==> src/rtl/sap_pkg.sv <==
// Shared types, constants and helper functions for the shelf atlas packer.
`default_nettype none

package sap_pkg;

   localparam int MAX_SHEET_HEIGHT = 2048;
   localparam int DIM_W            = 12;
   localparam int POS_W            = 11;
   localparam int SUM_W            = 13;
   localparam int ROW_W            = $clog2(MAX_SHEET_HEIGHT + 1);
   localparam int KIND_W           = 2;
   localparam int STATUS_W         = 2;
   localparam int CSR_IDX_W        = 1;

   localparam logic CMD_PLACE = 1'b0;
   localparam logic CMD_CLEAR = 1'b1;

   localparam logic [KIND_W-1:0] KIND_RGBA  = 2'd0;
   localparam logic [KIND_W-1:0] KIND_RGB   = 2'd1;
   localparam logic [KIND_W-1:0] KIND_ALPHA = 2'd2;

   localparam logic [STATUS_W-1:0] STATUS_PLACED = 2'd0;
   localparam logic [STATUS_W-1:0] STATUS_NOFIT  = 2'd1;
   localparam logic [STATUS_W-1:0] STATUS_ORDER  = 2'd2;

   localparam logic [CSR_IDX_W-1:0] REG_SHEET_WIDTH = 1'd0;
   localparam logic [CSR_IDX_W-1:0] REG_PACK_MODE   = 1'd1;

   localparam logic [DIM_W-1:0] SHEET_WIDTH_RESET = 12'd2048;
   localparam logic             PACK_MODE_RESET   = 1'b0;

   typedef struct packed {
      logic [1:0][DIM_W-1:0] col;
      logic [1:0][ROW_W-1:0] row;
      logic [1:0][ROW_W-1:0] bottom;
      logic [1:0][DIM_W-1:0] widest;
      logic                  rgba_phase;
      logic                  fail;
      logic                  order;
   } shelf_state_type;

   typedef struct packed {
      logic              cmd;
      logic [DIM_W-1:0]  img_width;
      logic [DIM_W-1:0]  img_height;
      logic [KIND_W-1:0] frame_kind;
   } item_type;

   typedef struct packed {
      logic [POS_W-1:0]    pos_x;
      logic [POS_W-1:0]    pos_y;
      logic [STATUS_W-1:0] status;
      logic [DIM_W-1:0]    used_width;
      logic [DIM_W-1:0]    used_height;
   } result_type;

   typedef struct packed {
      logic [DIM_W-1:0] sheet_width;
      logic             pack_mode;
   } config_type;

   function automatic shelf_state_type clear_state();
      shelf_state_type s;
      s            = '0;
      s.rgba_phase = 1'b1;
      return s;
   endfunction

   function automatic logic [SUM_W-1:0] pow2_cover(input logic [SUM_W-1:0] v);
      logic [SUM_W-1:0] p;
      p = SUM_W'(1) << (SUM_W - 1);
      for (int i = SUM_W - 1; i >= 0; i--) begin
         if (v <= (SUM_W'(1) << i)) begin
            p = SUM_W'(1) << i;
         end
      end
      return p;
   endfunction

endpackage

`default_nettype wire

==> src/rtl/sap_place.sv <==
// Placement logic: next shelf state and result word for one command.
`default_nettype none

module sap_place (
   input  sap_pkg::config_type      cfg,
   input  sap_pkg::shelf_state_type cur,
   input  sap_pkg::item_type        item,
   output sap_pkg::shelf_state_type nxt,
   output sap_pkg::result_type      res
);
   import sap_pkg::*;

   logic             set_sel;
   logic             mirror;
   logic             split;
   logic             bad;
   logic [DIM_W-1:0] x;
   logic [ROW_W-1:0] y;
   logic [ROW_W-1:0] bottom;
   logic [SUM_W-1:0] col_sum;
   logic [SUM_W-1:0] row_sum;
   logic [SUM_W-1:0] sheet_ext;
   logic [DIM_W-1:0] wc;
   logic [ROW_W-1:0] hb;
   logic [POS_W-1:0] px;
   logic [POS_W-1:0] py;
   logic [STATUS_W-1:0] st;

   always_comb begin
      nxt       = cur;
      px        = '0;
      py        = '0;
      st        = STATUS_PLACED;
      set_sel   = 1'b0;
      mirror    = 1'b0;
      split     = 1'b0;
      bad       = 1'b0;
      sheet_ext = SUM_W'(cfg.sheet_width);
      x         = cur.col[0];
      y         = cur.row[0];
      bottom    = cur.bottom[0];
      col_sum   = '0;
      row_sum   = '0;
      if (item.cmd == CMD_CLEAR) begin
         nxt = clear_state();
      end else if (cur.order) begin
         st = STATUS_ORDER;
      end else if (cur.fail) begin
         st = STATUS_NOFIT;
      end else begin
         if (cfg.pack_mode) begin
            case (item.frame_kind)
               KIND_RGBA: begin
                  if (cur.rgba_phase) begin
                     mirror = 1'b1;
                  end else begin
                     bad = 1'b1;
                  end
               end
               KIND_RGB: begin
                  split = 1'b1;
               end
               KIND_ALPHA: begin
                  split   = 1'b1;
                  set_sel = 1'b1;
               end
               default: begin
                  bad = 1'b1;
               end
            endcase
         end
         if (bad) begin
            nxt.order = 1'b1;
            st        = STATUS_ORDER;
         end else begin
            x       = cur.col[set_sel];
            y       = cur.row[set_sel];
            bottom  = cur.bottom[set_sel];
            col_sum = SUM_W'(x) + SUM_W'(item.img_width);
            if (col_sum > sheet_ext) begin
               x       = '0;
               y       = bottom;
               col_sum = SUM_W'(item.img_width);
            end
            row_sum = SUM_W'(y) + SUM_W'(item.img_height);
            if (col_sum > sheet_ext || row_sum > SUM_W'(MAX_SHEET_HEIGHT)) begin
               nxt.fail = 1'b1;
               st       = STATUS_NOFIT;
            end else begin
               if (split) begin
                  nxt.rgba_phase = 1'b0;
               end
               nxt.row[set_sel] = y;
               if (row_sum > SUM_W'(bottom)) begin
                  nxt.bottom[set_sel] = ROW_W'(row_sum);
               end
               nxt.col[set_sel] = DIM_W'(col_sum);
               if (DIM_W'(col_sum) > cur.widest[set_sel]) begin
                  nxt.widest[set_sel] = DIM_W'(col_sum);
               end
               if (mirror) begin
                  nxt.col[1]    = nxt.col[0];
                  nxt.row[1]    = nxt.row[0];
                  nxt.bottom[1] = nxt.bottom[0];
                  nxt.widest[1] = nxt.widest[0];
               end
               px = x[POS_W-1:0];
               py = POS_W'(y);
            end
         end
      end
   end

   assign wc = (nxt.widest[0] > nxt.widest[1]) ? nxt.widest[0] : nxt.widest[1];
   assign hb = (nxt.bottom[0] > nxt.bottom[1]) ? nxt.bottom[0] : nxt.bottom[1];

   assign res.pos_x       = px;
   assign res.pos_y       = py;
   assign res.status      = st;
   assign res.used_width  = DIM_W'(pow2_cover(SUM_W'(wc)));
   assign res.used_height = DIM_W'(pow2_cover(SUM_W'(hb)));

endmodule

`default_nettype wire

==> src/rtl/shelf_atlas_packer_core.sv <==
// Top level of the shelf atlas packer: input stage, packing state and result register.
//
//   channel | direction | ports                                  | contents
//   req     | in        | req_tvalid/tready/tdata/tuser          | place or clear command
//   rsp     | out       | rsp_tvalid/tready/tdata/tuser          | placement and sheet size
//   csr     | in        | csr_valid/ready/index/wdata            | register writes
//
// Each command passes through the input register, then the result register, to its
// result word; a new command is accepted every cycle unless the result side stalls.
// The packing state updates when a command moves into the result register.
// Reset is synchronous and restores the register defaults and the cleared state.
// A stalled result holds the input stage, which then stalls the request side.
`default_nettype none

module shelf_atlas_packer_core (
   input  wire logic        clock,
   input  wire logic        reset,
   input  wire logic        req_tvalid,
   output logic             req_tready,
   input  wire logic [23:0] req_tdata,   // img_width, img_height
   input  wire logic [2:0]  req_tuser,   // cmd, frame_kind
   output logic             rsp_tvalid,
   input  wire logic        rsp_tready,
   output logic [47:0]      rsp_tdata,   // pos_x, pos_y, used_width, used_height, zero pad
   output logic [1:0]       rsp_tuser,   // status
   input  wire logic        csr_valid,
   output logic             csr_ready,
   input  wire logic [sap_pkg::CSR_IDX_W-1:0] csr_index,
   input  wire logic [sap_pkg::DIM_W-1:0]     csr_wdata
);
   import sap_pkg::*;

   config_type      cfg_ff;
   shelf_state_type st_ff;
   shelf_state_type st_in;
   item_type        item_ff;
   item_type        item_in;
   logic            s1_valid_ff;
   logic            rsp_valid_ff;
   result_type      res_ff;
   result_type      res_in;
   logic            rsp_free;
   logic            s1_fire;

   assign rsp_free   = !rsp_valid_ff || rsp_tready;
   assign s1_fire    = s1_valid_ff && rsp_free;
   assign req_tready = !s1_valid_ff || s1_fire;
   assign csr_ready  = 1'b1;

   assign item_in.cmd        = req_tuser[0];
   assign item_in.frame_kind = req_tuser[2:1];
   assign item_in.img_width  = req_tdata[11:0];
   assign item_in.img_height = req_tdata[23:12];

   sap_place u_place (
      .cfg  (cfg_ff),
      .cur  (st_ff),
      .item (item_ff),
      .nxt  (st_in),
      .res  (res_in)
   );

   always_ff @(posedge clock) begin
      if (reset) begin
         cfg_ff.sheet_width <= SHEET_WIDTH_RESET;
         cfg_ff.pack_mode   <= PACK_MODE_RESET;
         st_ff              <= clear_state();
         s1_valid_ff        <= 1'b0;
         rsp_valid_ff       <= 1'b0;
      end else begin
         if (csr_valid && csr_ready) begin
            case (csr_index)
               REG_SHEET_WIDTH: cfg_ff.sheet_width <= csr_wdata;
               REG_PACK_MODE:   cfg_ff.pack_mode   <= csr_wdata[0];
               default: begin
               end
            endcase
         end
         if (req_tready) begin
            s1_valid_ff <= req_tvalid;
         end
         if (rsp_free) begin
            rsp_valid_ff <= s1_valid_ff;
         end
         if (s1_fire) begin
            st_ff <= st_in;
         end
      end
   end

   always_ff @(posedge clock) begin
      if (req_tready && req_tvalid) begin
         item_ff <= item_in;
      end
      if (s1_fire) begin
         res_ff <= res_in;
      end
   end

   assign rsp_tvalid = rsp_valid_ff;
   assign rsp_tuser  = res_ff.status;
   assign rsp_tdata  = {2'b00, res_ff.used_height, res_ff.used_width,
                        res_ff.pos_y, res_ff.pos_x};

   a_clear_resets_sticky: assert property (@(posedge clock) disable iff (reset)
      s1_fire && item_ff.cmd == CMD_CLEAR |=> !st_ff.fail && !st_ff.order && st_ff.rgba_phase)
      else $error("Clear word left a sticky flag set.");

   a_order_reported: assert property (@(posedge clock) disable iff (reset)
      s1_fire && item_ff.cmd == CMD_PLACE && st_ff.order |=> res_ff.status == STATUS_ORDER)
      else $error("Place word after an order error was not reported as such.");

   a_cursor_in_widest: assert property (@(posedge clock) disable iff (reset)
      st_ff.col[0] <= st_ff.widest[0] && st_ff.col[1] <= st_ff.widest[1])
      else $error("Cursor column beyond the widest column.");

   a_row_in_shelf: assert property (@(posedge clock) disable iff (reset)
      st_ff.row[0] <= st_ff.bottom[0] && st_ff.row[1] <= st_ff.bottom[1])
      else $error("Cursor row below the shelf bottom.");

   a_state_quiet: assert property (@(posedge clock) disable iff (reset)
      !$past(s1_fire) && !$past(reset) |-> $stable(st_ff))
      else $error("Packing state changed without a word.");

endmodule

`default_nettype wire
==> config.mk <==
export PLATFORM = sky130hd
export DESIGN_NAME = shelf_atlas_packer_core
export DESIGN_NICKNAME = d
export VERILOG_FILES = /design/src/rtl/sap_pkg.sv /design/src/rtl/sap_place.sv /design/src/rtl/shelf_atlas_packer_core.sv
export SDC_FILE = /design/constraint.sdc
export NUM_CORES = 1
export LEC_CHECK = 0
export BUFFER_PORTS_ARGS = -buffer_cell sky130_fd_sc_hd__buf_4
export CAP_MARGIN = 20
export CELL_PAD_IN_SITES_DETAIL_PLACEMENT = 0
export CELL_PAD_IN_SITES_GLOBAL_PLACEMENT = 1
export CORE_ASPECT_RATIO = 0.6
export CORE_MARGIN = 4
export CORE_UTILIZATION = 35
export CTS_CLUSTER_DIAMETER = 60
export DETAILED_ROUTE_END_ITERATION = 8
export PLACE_DENSITY = 0.63
export RECOVER_POWER = 100
export SYNTH_ARGS = -nofsm -noshare
export SYNTH_HDL_FRONTEND = slang
export SYNTH_HIERARCHICAL = 1
export SYNTH_SLANG_ARGS = --single-unit
==> constraint.sdc <==
create_clock -name clock -period 15.7 [get_ports clock]
set_input_delay 3.14 -clock clock [delete_from_list [all_inputs] [get_ports clock]]
set_output_delay 3.14 -clock clock [all_outputs]
set_load 0.01 [all_outputs]
==> results.cfg <==
[outcome]
status = finished with violations
failed_checks = DRC, capacitance limit, slew limit

[sta]
slew_violations = 417
setup_viol = 0
slew_headroom_pct = -595
finalCritPeriodShare_pct = 87.1
fin_worst_skew_ns = 0.0191
finalCriticalPeriod_ns = 13.68
fmax_mhz = 73.1
hold_viol = 0
worst_slew_pin_slew_ns = 10.43
rsz0062_at_grt = no
tns_ns = 0

[final_layout]
areaGrowthSynthToFinish_pct = 8.66
nets = 1916
fin_cells = 2344
final_layout_size_suffix_gt1_share_pct = 7.17
insertedDiodeCount = 0

[setup_path]
max_stage_delay_ns = 1.29
cp.buffers_inverters = 3
crit_fanout = 42
critPathSlowestCell = nor2_1
crit_top_cell = nand2_1
worstPathRequired_ns = 15.90
startpoint_type = register
critPathKind = reg -> reg
cp-end-kind = register
cp.arrival_ns = 13.88
crit_family = simple AND/OR/NAND/NOR gates

[pwr]
netSwitchingFraction_pct = 53.7
pwr-share-comb_pct = 66.6
p_int_mw = 1.50
p_seq_share_pct = 19.1
leakage_nw = 6.13
power.density_nw_per_um2 = 202
clockPowerShare_pct = 14.3
peakVddDrop_mv = 0.0907
p_switching_mw = 1.74

[cts]
cts_made_buffers = 17
cts_hold_buf = 0
clk_path_buf_depth = 2
cts_tree = yes
post_cts_buffers = 0
cts_root_buffer = clkbuf_16
clk-insertion-delay-late_ns = 0.47
post_cts_resized = 0
htree_num_levels = 4
cts_sinks = 189
clkSlewWorstSetupHoldPaths_ns = 0.09

[place]
place_inst = 2312
gp_congestion = 0.920
port-buffer-count = 94
place_hpwl_um = 37300

[yosys]
ys.flop_type = dfxtp_1
synth_area_leaders = dfxtp_1 (16%), edfxtp_1 (15%), mux2i_1 (10%), nand2b_1 (8.8%), ha_1 (8.3%)
synth_edf_count = 75
async_flop_share_pct = 0
yosysWarnings = 6
synth_top_area_share_pct = 15.5
synth_commonest_cells = nand2_1 (206), nand2b_1 (206), mux2i_1 (147)
synth_top_area_cell = dfxtp_1
synthesis.area_sq_um = 14700
syn_inst = 1745
ys_ff_latch = 189
syn_avg_cell_area_sq_um = 8.43
seq_area_frac_synth_pct = 30.8
synth_cell_types = 88

[detailed_routing]
firstDrtPassIters = 9
viasPerCell = 5.65
num_vias = 13251
drt_wl_total_um = 51100
antenna_left = 0
drc = 1
post_drt_wl_per_cell_um = 21.8
initialDrtViolationCount = 1384

[die]
die_w_um = 273
rows = 57
start_util_pct = 35.9
core_area_sq_um = 41000
dieArea_sq_um = 45500
io_pins = 98
die_h_um = 167

[global_routing]
antenna_found_initial = 0
grt_first_pass_wirelength_um = 77500
grt_pass1_vias = 12317
grt-ovfl-total = 0
grt_max_degree = 148
gr-usage-all-layers_pct = 21.9

[job]
drv_cap = 5

[hold_path]
min_path_type = reg -> reg
-- power by group through the flow --
stage                     Combinational [mW]  Clock, mW  Sequential (mW)
final                                   2.15      0.462            0.617
after global routing                    2.34      0.495            0.622
after CTS                               2.15      0.476            0.616
after detailed placement                2.14          0            0.627
after global placement                  2.13          0            0.627
after floorplan                         1.52          0            0.628
-- worst reg2reg max path, delay by kind of cell, from the launching register on --
kind / cells / cell delay [ns]
simple gates: 22 / 6.20
compound gates: 12 / 3.87
fa+ha+maj: 7 / 1.93
buf+inv: 3 / 0.78
flops: 1 / 0.37
xor+xnor: 1 / 0.25
-- layout by cell type (no fill, tap or decap), types with 7 or more instances in the layout --
master	synthesis	routed
o22ai_1	38	38
clkbuf_4	0	25
o21a_1	12	12
a31oi_1	9	9
inv_1	63	63
nor2_1	127	128
edfxtp_1	75	75
nand2_1	206	206
a21o_1	21	21
o22a_1	9	9
a21oi_1	116	115
or3_1	15	15
clkbuf_1	73	58
buf_4	7	30
dfxtp_1	114	114
nand2b_1	206	206
clkbuf_16	0	17
mux2i_1	147	147
nand4_1	15	17
ha_1	98	98
a2bb2oi_1	14	14
nor3_1	30	30
nor2b_1	9	10
xnor2_1	12	11
o21ai_0	46	46
o211ai_1	11	11
nor4_1	6	7
nand3_1	32	32
and3_1	27	27
or2_2	16	16
and2_1	11	9
a211oi_1	39	39
-- state kept, by name, indices dropped and copies added, names as in the netlist --
| signal | flops |
|---|---|
| rsp_tvalid | 1 |
| cfg_ff | 13 |
| item_ff | 27 |
| rsp_tuser | 2 |
| rsp_tdata | 46 |
| s1_valid_ff | 1 |
| st_ff | 99 |
-- layer usage --
layer / track usage [%] / share of wire [%] / up-vias
met3: 5.29 / 8.1 / 26
met5: 0 / 0 / -
met1: 35.2 / 52 / 6421
met2: 29.7 / 39 / 495
met4: 3.12 / 0.81 / 0
li1: - / - / 6309
-- area by class of cell --
cell class,instances,area (sq um)
clock buffer,17,425
clock inverter,15,185
fill,4268,25000
inverter,63,236
multi-input combinational,1387,9280
sequential,189,4530
tap,560,701
timing repair buffer,113,631
-- final timing paths --
check             start             to  slack, ns  cells past startpoint
min reg2reg   cfg_ff[5]      cfg_ff[5]       0.46                      2
max reg2reg  item_ff[0]  rsp_tdata[24]       2.02                     45
max          item_ff[0]  rsp_tdata[24]       2.02                     45
min           cfg_ff[5]      cfg_ff[5]       0.46                      2
-- through the flow --
stage	setup WS (ns)	power (mW)	util, %	hold slack [ns]	cell area [sq um]
6_report	2.02	3.23	39.0	0.459	16000
5_1_grt	0.969	3.46	39.0	0.477	16000
4_1_cts	2.82	3.24	39.7	0.464	16300
3_5_place_dp	2.89	2.76	38.2	0.451	15700
3_3_place_gp	2.62	2.75	38.2	0.447	15700
2_1_floorplan	3.88	2.14	-	0.435	14700
-- cells by family after synthesis --
family,count (synthesis),synth area share [%]
buffers and inverters,170,5.99
AO/OA/AOI/OAI,386,17.7
XOR/XNOR,18,1.07
flip-flops,189,30.8
multiplexers,154,10.5
adder cells (fa/ha/maj),100,8.61
other,2,0.0510
AND/OR/NAND/NOR,726,25.3
Power figures use the tool's default switching activity.
